### config.mk
export PLATFORM = sky130hd
export DESIGN_NAME = debounced_fault_monitor_unit
export DESIGN_NICKNAME = d
export VERILOG_FILES = /design/src/rtl/dfm_pkg.sv /design/src/rtl/dfm_lane.sv /design/src/rtl/dfm_out_stage.sv /design/src/rtl/debounced_fault_monitor_unit.sv
export SDC_FILE = /design/constraint.sdc
export NUM_CORES = 1
export LEC_CHECK = 0
export BUFFER_PORTS_ARGS = -buffer_cell sky130_fd_sc_hd__buf_2
export CAP_MARGIN = 20
export CORE_MARGIN = 5
export CORE_UTILIZATION = 63
export DETAILED_ROUTE_END_ITERATION = 8
export HOLD_SLACK_MARGIN = 0.15
export PLACE_DENSITY = 0.82
export SLEW_MARGIN = 30
export SYNTH_ARGS = -nofsm -noshare
export SYNTH_HDL_FRONTEND = slang
export SYNTH_SLANG_ARGS = --single-unit
### constraint.sdc
create_clock -name clock -period 5.2 [get_ports clock]
set_input_delay 0.52 -clock clock [delete_from_list [all_inputs] [get_ports clock]]
set_output_delay 0.52 -clock clock [all_outputs]
set_load 0.02 [all_outputs]
### src/rtl/dfm_pkg.sv
// Shared types and constants for the debounced fault monitor.
// Used by dfm_lane, dfm_out_stage and debounced_fault_monitor_unit; no dependencies.
package dfm_pkg;

   // Default widths handed to the top-level parameters.
   localparam int SAMPLE_WIDTH_DEF = 16;
   localparam int COUNT_WIDTH_DEF  = 16;

   // Fixed register field widths.
   localparam int LEVEL_W = 16;   // signed trip/recovery levels and count thresholds
   localparam int OC_W    = 15;   // unsigned overcurrent level
   localparam int DATA_W  = 32;   // CSR data width
   localparam int ADDR_W  = 5;    // byte address of the seven registers
   localparam int NUM_CH  = 5;

   // Fault channel positions in the flag vector.
   localparam int CH_OV  = 0;
   localparam int CH_UV  = 1;
   localparam int CH_BOT = 2;
   localparam int CH_MOT = 3;
   localparam int CH_OC  = 4;

   // Item codes.
   localparam logic ACT_FAST = 1'b0;
   localparam logic ACT_SLOW = 1'b1;

   // Register indexes (paddr[4:2]).
   typedef enum logic [2:0] {
      REG_BUS_OV   = 3'd0,
      REG_BUS_UV   = 3'd1,
      REG_BOARD_OT = 3'd2,
      REG_MOTOR_OT = 3'd3,
      REG_OC_LIMIT = 3'd4,
      REG_FAST_CNT = 3'd5,
      REG_SLOW_CNT = 3'd6
   } reg_idx_type;

   localparam logic [DATA_W-1:0] BUS_OV_RST   = 32'h7FFF_7FFF;
   localparam logic [DATA_W-1:0] BUS_UV_RST   = 32'h8000_8000;
   localparam logic [DATA_W-1:0] BOARD_OT_RST = 32'h7FFF_7FFF;
   localparam logic [DATA_W-1:0] MOTOR_OT_RST = 32'h7FFF_7FFF;
   localparam logic [OC_W-1:0]   OC_LIMIT_RST = 15'h7FFF;
   localparam logic [DATA_W-1:0] FAST_CNT_RST = 32'h0003_0003;
   localparam logic [DATA_W-1:0] SLOW_CNT_RST = 32'h0003_0003;

   // Per-lane decision for one beat.
   typedef struct packed {
      logic hit;          // this beat updates the lane
      logic excursion;    // sample beyond the trip level
      logic recovering;   // sample beyond the recovery level
   } lane_ctl_type;

endpackage

### src/rtl/dfm_lane.sv
// One debounce lane: trip counter, recovery counter and latched fault bit.
// Depends on dfm_pkg.
module dfm_lane #(
   parameter int COUNT_WIDTH = dfm_pkg::COUNT_WIDTH_DEF
) (
   input  logic                         clock,
   input  logic                         reset,
   input  dfm_pkg::lane_ctl_type        ctl,
   input  logic [dfm_pkg::LEVEL_W-1:0]  trip_n,
   input  logic [dfm_pkg::LEVEL_W-1:0]  rec_n,
   output logic                         flag_next
);

   localparam int THR_W = (COUNT_WIDTH > dfm_pkg::LEVEL_W) ? COUNT_WIDTH : dfm_pkg::LEVEL_W;

   logic [COUNT_WIDTH-1:0] trip_ff, trip_in, rec_ff, rec_in;
   logic [COUNT_WIDTH-1:0] trip_inc, rec_inc;
   logic                   flag_ff, flag_in;

   // Saturating increments.
   assign trip_inc = (&trip_ff) ? trip_ff : trip_ff + 1'b1;
   assign rec_inc  = (&rec_ff)  ? rec_ff  : rec_ff + 1'b1;

   always_comb begin
      trip_in = trip_ff;
      rec_in  = rec_ff;
      flag_in = flag_ff;
      if (ctl.hit && ctl.excursion) begin
         trip_in = trip_inc;
         rec_in  = '0;
         if (THR_W'(trip_inc) >= THR_W'(trip_n)) begin
            flag_in = 1'b1;
         end
      end else if (ctl.hit && ctl.recovering) begin
         if (flag_ff) begin
            rec_in = rec_inc;
            if (THR_W'(rec_inc) >= THR_W'(rec_n)) begin
               flag_in = 1'b0;
               trip_in = '0;
            end
         end else begin
            trip_in = '0;
         end
      end
   end

   assign flag_next = flag_in;

   always_ff @(posedge clock) begin
      if (reset) begin
         trip_ff <= '0;
         rec_ff  <= '0;
         flag_ff <= 1'b0;
      end else begin
         trip_ff <= trip_in;
         rec_ff  <= rec_in;
         flag_ff <= flag_in;
      end
   end

   // A fault is only raised by an excursion beat and only cleared by a recovery beat.
   a_rise_on_excursion: assert property (@(posedge clock) disable iff (reset)
      $rose(flag_ff) |-> $past(ctl.hit && ctl.excursion))
      else $error("fault latched without an excursion");

   a_fall_on_recovery: assert property (@(posedge clock) disable iff (reset)
      $fell(flag_ff) |-> $past(ctl.hit && ctl.recovering))
      else $error("fault cleared without a recovery sample");

   a_fall_clears_trip: assert property (@(posedge clock) disable iff (reset)
      $fell(flag_ff) |-> (trip_ff == '0))
      else $error("trip counter not cleared with the fault");

endmodule

### src/rtl/dfm_out_stage.sv
// Merging output stage: gathers the lane flags into a result register with a skid entry.
// Depends on dfm_pkg.
module dfm_out_stage (
   input  logic                        clock,
   input  logic                        reset,
   input  logic                        accept,
   input  logic [dfm_pkg::NUM_CH-1:0]  flags_next,
   output logic                        in_stall,
   output logic                        out_valid,
   input  logic                        out_stall,
   output logic [dfm_pkg::NUM_CH-1:0]  out_flags
);

   logic                        out_valid_ff, out_valid_in;
   logic                        skid_valid_ff, skid_valid_in;
   logic [dfm_pkg::NUM_CH-1:0]  out_flags_ff, out_flags_in;
   logic [dfm_pkg::NUM_CH-1:0]  skid_flags_ff, skid_flags_in;
   logic                        taken;

   assign taken = out_valid_ff && !out_stall;

   always_comb begin
      out_valid_in  = out_valid_ff;
      out_flags_in  = out_flags_ff;
      skid_valid_in = skid_valid_ff;
      skid_flags_in = skid_flags_ff;
      if (!out_valid_ff || taken) begin
         // The input side is stalled whenever the skid entry is full.
         if (skid_valid_ff) begin
            out_valid_in  = 1'b1;
            out_flags_in  = skid_flags_ff;
            skid_valid_in = 1'b0;
         end else begin
            out_valid_in = accept;
            if (accept) begin
               out_flags_in = flags_next;
            end
         end
      end else if (accept) begin
         skid_valid_in = 1'b1;
         skid_flags_in = flags_next;
      end
   end

   always_ff @(posedge clock) begin
      if (reset) begin
         out_valid_ff  <= 1'b0;
         skid_valid_ff <= 1'b0;
      end else begin
         out_valid_ff  <= out_valid_in;
         skid_valid_ff <= skid_valid_in;
      end
   end

   always_ff @(posedge clock) begin
      out_flags_ff  <= out_flags_in;
      skid_flags_ff <= skid_flags_in;
   end

   assign in_stall  = skid_valid_ff;
   assign out_valid = out_valid_ff;
   assign out_flags = out_flags_ff;

   // The skid entry only fills behind a waiting result and never takes a beat while full.
   a_skid_behind_out: assert property (@(posedge clock) disable iff (reset)
      skid_valid_ff |-> out_valid_ff)
      else $error("skid entry holds a beat with no result in front of it");

   a_no_accept_when_full: assert property (@(posedge clock) disable iff (reset)
      skid_valid_ff |-> !accept)
      else $error("beat accepted while the skid entry is full");

endmodule

### src/rtl/debounced_fault_monitor_unit.sv
// Top level of the debounced fault monitor: CSR block, five debounce lanes, output stage.
// Depends on dfm_pkg, dfm_lane and dfm_out_stage.
//
//   channel | direction | handshake          | payload
//   --------+-----------+--------------------+-------------------------------------------
//   req     | in        | req_valid/req_stall| action, bus_voltage, pcb_temp,
//           |           |                    | winding_temp, phase_amps
//   rsp     | out       | rsp_valid/rsp_stall| fault_flags, enable_allowed
//   csr     | in/out    | psel/penable/pready| paddr, pwrite, pwdata, prdata
//
// One beat is taken every cycle while req_stall is low. Each lane compares its sample and
// updates its counters in the cycle the beat is accepted, and the result is captured in
// the output register (or the skid entry while rsp is stalled) and driven onto rsp from there.
// Reset is synchronous and active high; it clears all counters and lane flags and
// loads the registers with their default levels and counts.
// When rsp is stalled, one more beat is absorbed by a skid entry; only then
// does req_stall rise, and it falls once the waiting result has been taken.
module debounced_fault_monitor_unit #(
   parameter int SAMPLE_WIDTH = dfm_pkg::SAMPLE_WIDTH_DEF,
   parameter int COUNT_WIDTH  = dfm_pkg::COUNT_WIDTH_DEF
) (
   input  logic                               clock,
   input  logic                               reset,

   input  logic                               req_valid,
   output logic                               req_stall,
   input  logic                               req_action,
   input  logic signed [SAMPLE_WIDTH-1:0]     req_bus_voltage,
   input  logic signed [SAMPLE_WIDTH-1:0]     req_pcb_temp,
   input  logic signed [SAMPLE_WIDTH-1:0]     req_winding_temp,
   input  logic signed [SAMPLE_WIDTH-1:0]     req_phase_amps,

   output logic                               rsp_valid,
   input  logic                               rsp_stall,
   output logic [dfm_pkg::NUM_CH-1:0]         rsp_fault_flags,
   output logic                               rsp_enable_allowed,

   input  logic                               psel,
   input  logic                               penable,
   input  logic                               pwrite,
   input  logic [dfm_pkg::ADDR_W-1:0]         paddr,
   input  logic [dfm_pkg::DATA_W-1:0]         pwdata,
   output logic [dfm_pkg::DATA_W-1:0]         prdata,
   output logic                               pready
);

   // Compare width covers both the sample and the 16-bit signed levels.
   localparam int CMP_W = (SAMPLE_WIDTH > dfm_pkg::LEVEL_W) ? SAMPLE_WIDTH : dfm_pkg::LEVEL_W;
   // Magnitude width covers both the saturated magnitude and the overcurrent level.
   localparam int MAG_W = ((SAMPLE_WIDTH - 1) > dfm_pkg::OC_W) ? (SAMPLE_WIDTH - 1)
                                                                : dfm_pkg::OC_W;
   localparam int LW = dfm_pkg::LEVEL_W;

   // ---------------------------------------------------------------------------
   // Configuration registers. Writes land on the access phase; pready is tied high.
   // ---------------------------------------------------------------------------
   logic [dfm_pkg::DATA_W-1:0] bus_ov_ff, bus_uv_ff, board_ot_ff, motor_ot_ff;
   logic [dfm_pkg::DATA_W-1:0] fast_cnt_ff, slow_cnt_ff;
   logic [dfm_pkg::OC_W-1:0]   oc_limit_ff;
   logic                       csr_write;
   dfm_pkg::reg_idx_type       csr_idx;

   assign pready    = 1'b1;
   assign csr_write = psel && penable && pwrite;
   assign csr_idx   = dfm_pkg::reg_idx_type'(paddr[4:2]);

   always_ff @(posedge clock) begin
      if (reset) begin
         bus_ov_ff   <= dfm_pkg::BUS_OV_RST;
         bus_uv_ff   <= dfm_pkg::BUS_UV_RST;
         board_ot_ff <= dfm_pkg::BOARD_OT_RST;
         motor_ot_ff <= dfm_pkg::MOTOR_OT_RST;
         oc_limit_ff <= dfm_pkg::OC_LIMIT_RST;
         fast_cnt_ff <= dfm_pkg::FAST_CNT_RST;
         slow_cnt_ff <= dfm_pkg::SLOW_CNT_RST;
      end else if (csr_write) begin
         case (csr_idx)
            dfm_pkg::REG_BUS_OV:   bus_ov_ff   <= pwdata;
            dfm_pkg::REG_BUS_UV:   bus_uv_ff   <= pwdata;
            dfm_pkg::REG_BOARD_OT: board_ot_ff <= pwdata;
            dfm_pkg::REG_MOTOR_OT: motor_ot_ff <= pwdata;
            dfm_pkg::REG_OC_LIMIT: oc_limit_ff <= pwdata[dfm_pkg::OC_W-1:0];
            dfm_pkg::REG_FAST_CNT: fast_cnt_ff <= pwdata;
            dfm_pkg::REG_SLOW_CNT: slow_cnt_ff <= pwdata;
            default: ;   // addresses past the last register are ignored
         endcase
      end
   end

   always_comb begin
      case (csr_idx)
         dfm_pkg::REG_BUS_OV:   prdata = bus_ov_ff;
         dfm_pkg::REG_BUS_UV:   prdata = bus_uv_ff;
         dfm_pkg::REG_BOARD_OT: prdata = board_ot_ff;
         dfm_pkg::REG_MOTOR_OT: prdata = motor_ot_ff;
         dfm_pkg::REG_OC_LIMIT: prdata = dfm_pkg::DATA_W'(oc_limit_ff);
         dfm_pkg::REG_FAST_CNT: prdata = fast_cnt_ff;
         dfm_pkg::REG_SLOW_CNT: prdata = slow_cnt_ff;
         default:               prdata = '0;
      endcase
   end

   // ---------------------------------------------------------------------------
   // Sample compares. All levels are signed 16-bit values; samples are widened
   // with sign extension so both sides compare at the same width.
   // ---------------------------------------------------------------------------
   logic accept, fast_beat, slow_beat;

   assign accept    = req_valid && !req_stall;
   assign fast_beat = accept && (req_action == dfm_pkg::ACT_FAST);
   assign slow_beat = accept && (req_action == dfm_pkg::ACT_SLOW);

   logic signed [CMP_W-1:0] bus_v, board_t, motor_t;
   logic signed [CMP_W-1:0] ov_trip, ov_rec, uv_trip, uv_rec;
   logic signed [CMP_W-1:0] bot_trip, bot_rec, mot_trip, mot_rec;

   assign bus_v    = CMP_W'(req_bus_voltage);
   assign board_t  = CMP_W'(req_pcb_temp);
   assign motor_t  = CMP_W'(req_winding_temp);
   assign ov_trip  = CMP_W'($signed(bus_ov_ff[2*LW-1:LW]));
   assign ov_rec   = CMP_W'($signed(bus_ov_ff[LW-1:0]));
   assign uv_trip  = CMP_W'($signed(bus_uv_ff[2*LW-1:LW]));
   assign uv_rec   = CMP_W'($signed(bus_uv_ff[LW-1:0]));
   assign bot_trip = CMP_W'($signed(board_ot_ff[2*LW-1:LW]));
   assign bot_rec  = CMP_W'($signed(board_ot_ff[LW-1:0]));
   assign mot_trip = CMP_W'($signed(motor_ot_ff[2*LW-1:LW]));
   assign mot_rec  = CMP_W'($signed(motor_ot_ff[LW-1:0]));

   // Phase current magnitude. The most negative code has no positive twin, so it
   // saturates to the largest positive value.
   logic [SAMPLE_WIDTH-1:0] cur_neg;
   logic [SAMPLE_WIDTH-2:0] cur_mag;
   logic                    oc_hit;

   assign cur_neg = ~req_phase_amps + 1'b1;

   always_comb begin
      if (!req_phase_amps[SAMPLE_WIDTH-1]) begin
         cur_mag = req_phase_amps[SAMPLE_WIDTH-2:0];
      end else if (cur_neg[SAMPLE_WIDTH-1]) begin
         cur_mag = '1;
      end else begin
         cur_mag = cur_neg[SAMPLE_WIDTH-2:0];
      end
   end

   assign oc_hit = MAG_W'(cur_mag) > MAG_W'(oc_limit_ff);

   // Lane decisions. Undervoltage trips below its trip level and recovers above its recovery level.
   dfm_pkg::lane_ctl_type        ctl [dfm_pkg::NUM_CH];
   logic [LW-1:0]                trip_n [dfm_pkg::NUM_CH];
   logic [LW-1:0]                rec_n  [dfm_pkg::NUM_CH];
   logic [dfm_pkg::NUM_CH-1:0]   flags_next;

   always_comb begin
      ctl[dfm_pkg::CH_OV]  = '{hit: fast_beat, excursion: bus_v > ov_trip,
                               recovering: bus_v < ov_rec};
      ctl[dfm_pkg::CH_UV]  = '{hit: fast_beat, excursion: bus_v < uv_trip,
                               recovering: bus_v > uv_rec};
      ctl[dfm_pkg::CH_BOT] = '{hit: slow_beat, excursion: board_t > bot_trip,
                               recovering: board_t < bot_rec};
      ctl[dfm_pkg::CH_MOT] = '{hit: slow_beat, excursion: motor_t > mot_trip,
                               recovering: motor_t < mot_rec};
      // Overcurrent has no separate recovery level: any in-range sample recovers.
      ctl[dfm_pkg::CH_OC]  = '{hit: slow_beat, excursion: oc_hit, recovering: !oc_hit};

      trip_n[dfm_pkg::CH_OV]  = fast_cnt_ff[2*LW-1:LW];
      rec_n[dfm_pkg::CH_OV]   = fast_cnt_ff[LW-1:0];
      trip_n[dfm_pkg::CH_UV]  = fast_cnt_ff[2*LW-1:LW];
      rec_n[dfm_pkg::CH_UV]   = fast_cnt_ff[LW-1:0];
      trip_n[dfm_pkg::CH_BOT] = slow_cnt_ff[2*LW-1:LW];
      rec_n[dfm_pkg::CH_BOT]  = slow_cnt_ff[LW-1:0];
      trip_n[dfm_pkg::CH_MOT] = slow_cnt_ff[2*LW-1:LW];
      rec_n[dfm_pkg::CH_MOT]  = slow_cnt_ff[LW-1:0];
      trip_n[dfm_pkg::CH_OC]  = fast_cnt_ff[2*LW-1:LW];
      rec_n[dfm_pkg::CH_OC]   = fast_cnt_ff[LW-1:0];
   end

   // Five independent debounce lanes, all updated in the cycle of acceptance.
   for (genvar g = 0; g < dfm_pkg::NUM_CH; g++) begin : g_lane
      dfm_lane #(
         .COUNT_WIDTH (COUNT_WIDTH)
      ) u_lane (
         .clock     (clock),
         .reset     (reset),
         .ctl       (ctl[g]),
         .trip_n    (trip_n[g]),
         .rec_n     (rec_n[g]),
         .flag_next (flags_next[g])
      );
   end

   // Output register plus skid entry.
   dfm_out_stage u_out (
      .clock      (clock),
      .reset      (reset),
      .accept     (accept),
      .flags_next (flags_next),
      .in_stall   (req_stall),
      .out_valid  (rsp_valid),
      .out_stall  (rsp_stall),
      .out_flags  (rsp_fault_flags)
   );

   assign rsp_enable_allowed = ~|rsp_fault_flags;

endmodule
==> Implementation_results.wiki <==
{| class="wikitable"
! Metric !! Value
|-
| Run status || finished, final reports clean
|-
| Required time of the worst setup path || 5.69 ns
|-
| Height of the chip || 216 um
|-
| Signal arrival time at the worst endpoint || 5.21 ns
|-
| Design Area, Final || 29,200 um^2
|-
| Endpoint of the most critical register-to-register path || g_lane[1].u_lane.trip_ff[7]
|-
| Number of buffers on the longest clock path || 3
|-
| Total I/O pin count || 150
|-
| Cell count after synthesis || 3,373
|-
| Effective utilization at floorplan || 63.6%
|-
| Dominant cell by count in the synthesized netlist || nand2_1
|-
| Count of port buffers added during placement || 146
|-
| Crit path max fanout || 21
|-
| Clock tree from TritonCTS || built
|-
| Worst Reg-to-Reg Cells || 14
|-
| Global route overflow || 0
|-
| Yosys warning total || 0
|-
| Unrepaired setup endpoints after global routing || no
|-
| Final critical-path share of the clock period || 90.8%
|-
| Critical-path cell with the highest stage delay || a21oi_2
|-
| Reg2Reg Setup Slack || 0.63 ns
|-
| Main flop type after synthesis || dfxtp_1
|-
| Number of standard cells in the layout, taps in and fillers out || 4,010
|-
| Number of antenna violations at the first check in global routing || 3
|-
| Async set-or-reset flop fraction in the synthesized netlist || 0%
|-
| CP cell instances || buf_2, inv_1, ha_1, nor3b_1, nand3_1, or4b_2, or3_1, nand2b_1, a21oi_1, a31oi_1, ha_1, nand4_1, nor2_1, o21ai_0, buf_4, a21oi_2, buf_4, a41oi_1, a211oi_1
|-
| Initial DRC Count || 3,101
|-
| Master cell of the clock root buffer || clkbuf_16
|-
| Area of the mapped netlist || 26,700 um^2
|-
| Start point of the critical path || req_phase_amps[1]
|-
| Total negative setup slack || 0 ns
|-
| Topmost layer with routed signal wires || met5
|-
| Detailed Routing Iterations Pass 1 || 9
|-
| Total power || 7160 uW
|-
| Fillers || 3,385
|-
| Mean number of vias per cell || 6.64
|-
| Hold WC Path Type || in2reg
|-
| Commonest cells post-synth || nand2_1 (485), dfxtp_1 (374), ha_1 (310)
|-
| Share of layout cells above drive strength 1 || 9.86%
|-
| Final-report max-slew violation count || 0
|-
| Pwr Density || 245 nW/um^2
|-
| Number of distinct library cells after synthesis || 101
|-
| Area share of the leading cell type in the synthesized netlist || 28.1%
|-
| Post-synthesis cell type with the largest combined area || dfxtp_1
|-
| Routed length on met1 || 34.5 mm
|-
| # DRC || 0
|-
| Area of the core || 41,900 um^2
|-
| Slew @ Worst Pin || 0.997 ns
|-
| CP startpoint kind || primary input
|-
| Number of global-route vias before repair || 25,067
|-
| Clock skew after layout || 0.0215 ns
|-
| Reported max-cap violation count || 0
|-
| Met3 Routed Length || 9.43 mm
|-
| Number of placed instances with taps included || 3,929
|-
| Placement row count || 75
|-
| Area overhead of the layout relative to synthesis || 9.57%
|-
| Post-Route Hold Slack || 0.225 ns
|-
| Max_slew headroom || 33.0%
|-
| Die area || 46,500 um^2
|-
| Antenna Violating Nets Remaining || 0
|-
| Origin of the critical flop-to-flop path || g_lane[1].u_lane.rec_ff[0]
|-
| Clock Sinks || 384
|-
| Routed length per placed instance || 21.8 um
|-
| Final Setup Violations || 0
|-
| Final count of hold timing violations || 0
|-
| Cell area after placement || 27,700 um^2
|-
| Total of cells resized after clock tree synthesis || 0
|-
| Post-synthesis sequential element count || 384
|-
| Final weighted congestion in routability-driven placement || 0.994
|-
| Type of destination of the critical path || flop
|-
| WL final || 87.5 mm
|-
| Dpl hpwl || 65.7 mm
|-
| Clock H-tree levels || 2
|-
| Total Nets Final || 3,855
|-
| Multi-input gate area || 17,200 um^2
|-
| Area taken by flip-flops and latches || 7790 um^2
|-
| # hold bufs at CTS || 0
|-
| Wire length of the first global-routing pass || 135 mm
|-
| Maximum number of pins on one net before global-route repair || 84
|-
| Critical path class || in2reg
|-
| Syn nets || 3,792
|-
| Leakage power figure || 0.0125 uW
|-
| Final critical-path required period || 4.72 ns
|-
| Highest achievable clock rate || 0.212 GHz
|-
| Number of CTS-inserted buffers || 44
|-
| Worst-path clk slew || 0.06 ns
|-
| Total number of vias || 26,644
|-
| Worst stage delay on the critical path || 0.69 ns
|-
| Setup Buffers After CTS || 0
|-
| Skew-Pair Late Insertion Delay || 0.59 ns
|-
| Fraction of the yosys area taken by sequential cells || 29.2%
|-
| Die Wd || 216 um
|-
| Mean instance size in the synthesized netlist || 7.90 um^2
|-
| End of the critical path || g_lane[4].u_lane.trip_ff[7]
|-
| Max VDD drop || 0.265 mV
|-
| Global Route Usage Sum || 35.6%
|-
| Wire length on met2 || 38.3 mm
|-
| Synth top area cells || dfxtp_1 (28%), ha_1 (15%), nand2_1 (6.8%), a21oi_1 (5.2%), inv_1 (3.8%)
|-
| Count of flip-flops with a built-in enable after synthesis || 10
|}
[flip-flops by register name (all words and copies together), names as in the netlist]
signal and count:
bus_ov_ff 32, u_out.out_valid 1, fast_cnt_ff 32, g_lane.u_lane.rec_ff 80
slow_cnt_ff 32, bus_uv_ff 32, u_out.skid_flags_ff 5, motor_ot_ff 32
oc_limit_ff 15, g_lane.u_lane.flag_ff 5, u_out.in_stall 1, board_ot_ff 32
g_lane.u_lane.trip_ff 80, u_out.out_flags 5
[cells by family (layout without fill, tap and decap cells)]
family	count (synthesis)	after routing	synth area share (%)
compound gates	914	914	22.5
xor+xnor	104	104	3.42
fa+ha+maj	310	310	14.5
buf+inv	439	536	6.45
flops	384	384	29.2
mux	57	57	2.43
other cells	1	2	0.0141
simple gates	1164	1164	21.4
[worst min path at each step]
stage	from	to	slack, ns	depth (start not counted)
2_1_floorplan	bus_uv_ff[3]	bus_uv_ff[3]	0.44	2
3_5_place_dp	bus_uv_ff[8]	bus_uv_ff[8]	0.45	2
6_report	rsp_stall	u_out.in_stall	0.22	3
3_3_place_gp	bus_uv_ff[8]	bus_uv_ff[8]	0.44	2
4_1_cts	rsp_stall	u_out.in_stall	0.21	3
5_1_grt	rsp_stall	u_out.in_stall	0.25	3
[cell usage in the layout, fill, tap and decap left out, types with 46 or more instances in the layout]
cell type  netlist  layout
nor3_1          51      50
buf_2           21     145
clkbuf_16        0      46
o21ai_0        133     133
xnor2_1         83      83
dfxtp_1        374     374
nor2_1         144     144
a21o_1          65      65
nand4_1         79      79
a22oi_1         67      67
nand3_1        129     129
a21oi_1        277     276
nand2_1        485     485
a31oi_1         47      47
inv_1          270     270
o211ai_1       115     115
ha_1           310     310
[layer usage]
metal,vias to the layer above,track usage (%)
li1,12313,-
met1,12486,46.9
met2,1536,56.5
met3,307,6.25
met4,2,18.2
met5,-,0
[layout make-up]
| class | count | area share (%) |
|---|---|---|
| Multi-Input combinational cell | 2550 | 58.9 |
| Sequential cell | 384 | 26.7 |
| Clock buffer | 63 | 4.36 |
| Inverter | 272 | 3.50 |
| Timing Repair Buffer | 184 | 3.49 |
| Tap cell | 539 | 2.31 |
| Clock inverter | 17 | 0.784 |
| Antenna cell | 1 | 0.00857 |
[worst max-delay path: cells and delay by family]
family,cells,cell delay [ns]
simple gates,7,1.96
compound gates,6,1.52
buf+inv,4,0.70
fa+ha+maj,2,0.48
[through the flow]
step	setup WS, ns	util (%)
finish	0.480	69.6
floorplan	0.871	-
detailed placement	-0.00247	66.0
CTS	0.587	69.6
global route	0.199	69.6
global placement	0.144	66.0
[where the power goes]
part	internal [uW]	switching, uW
Combinational	264	552
Sequential	3000	58.0
Clock	1960	1330
Total	5220	1940
Power figures use the tool's default switching activity.
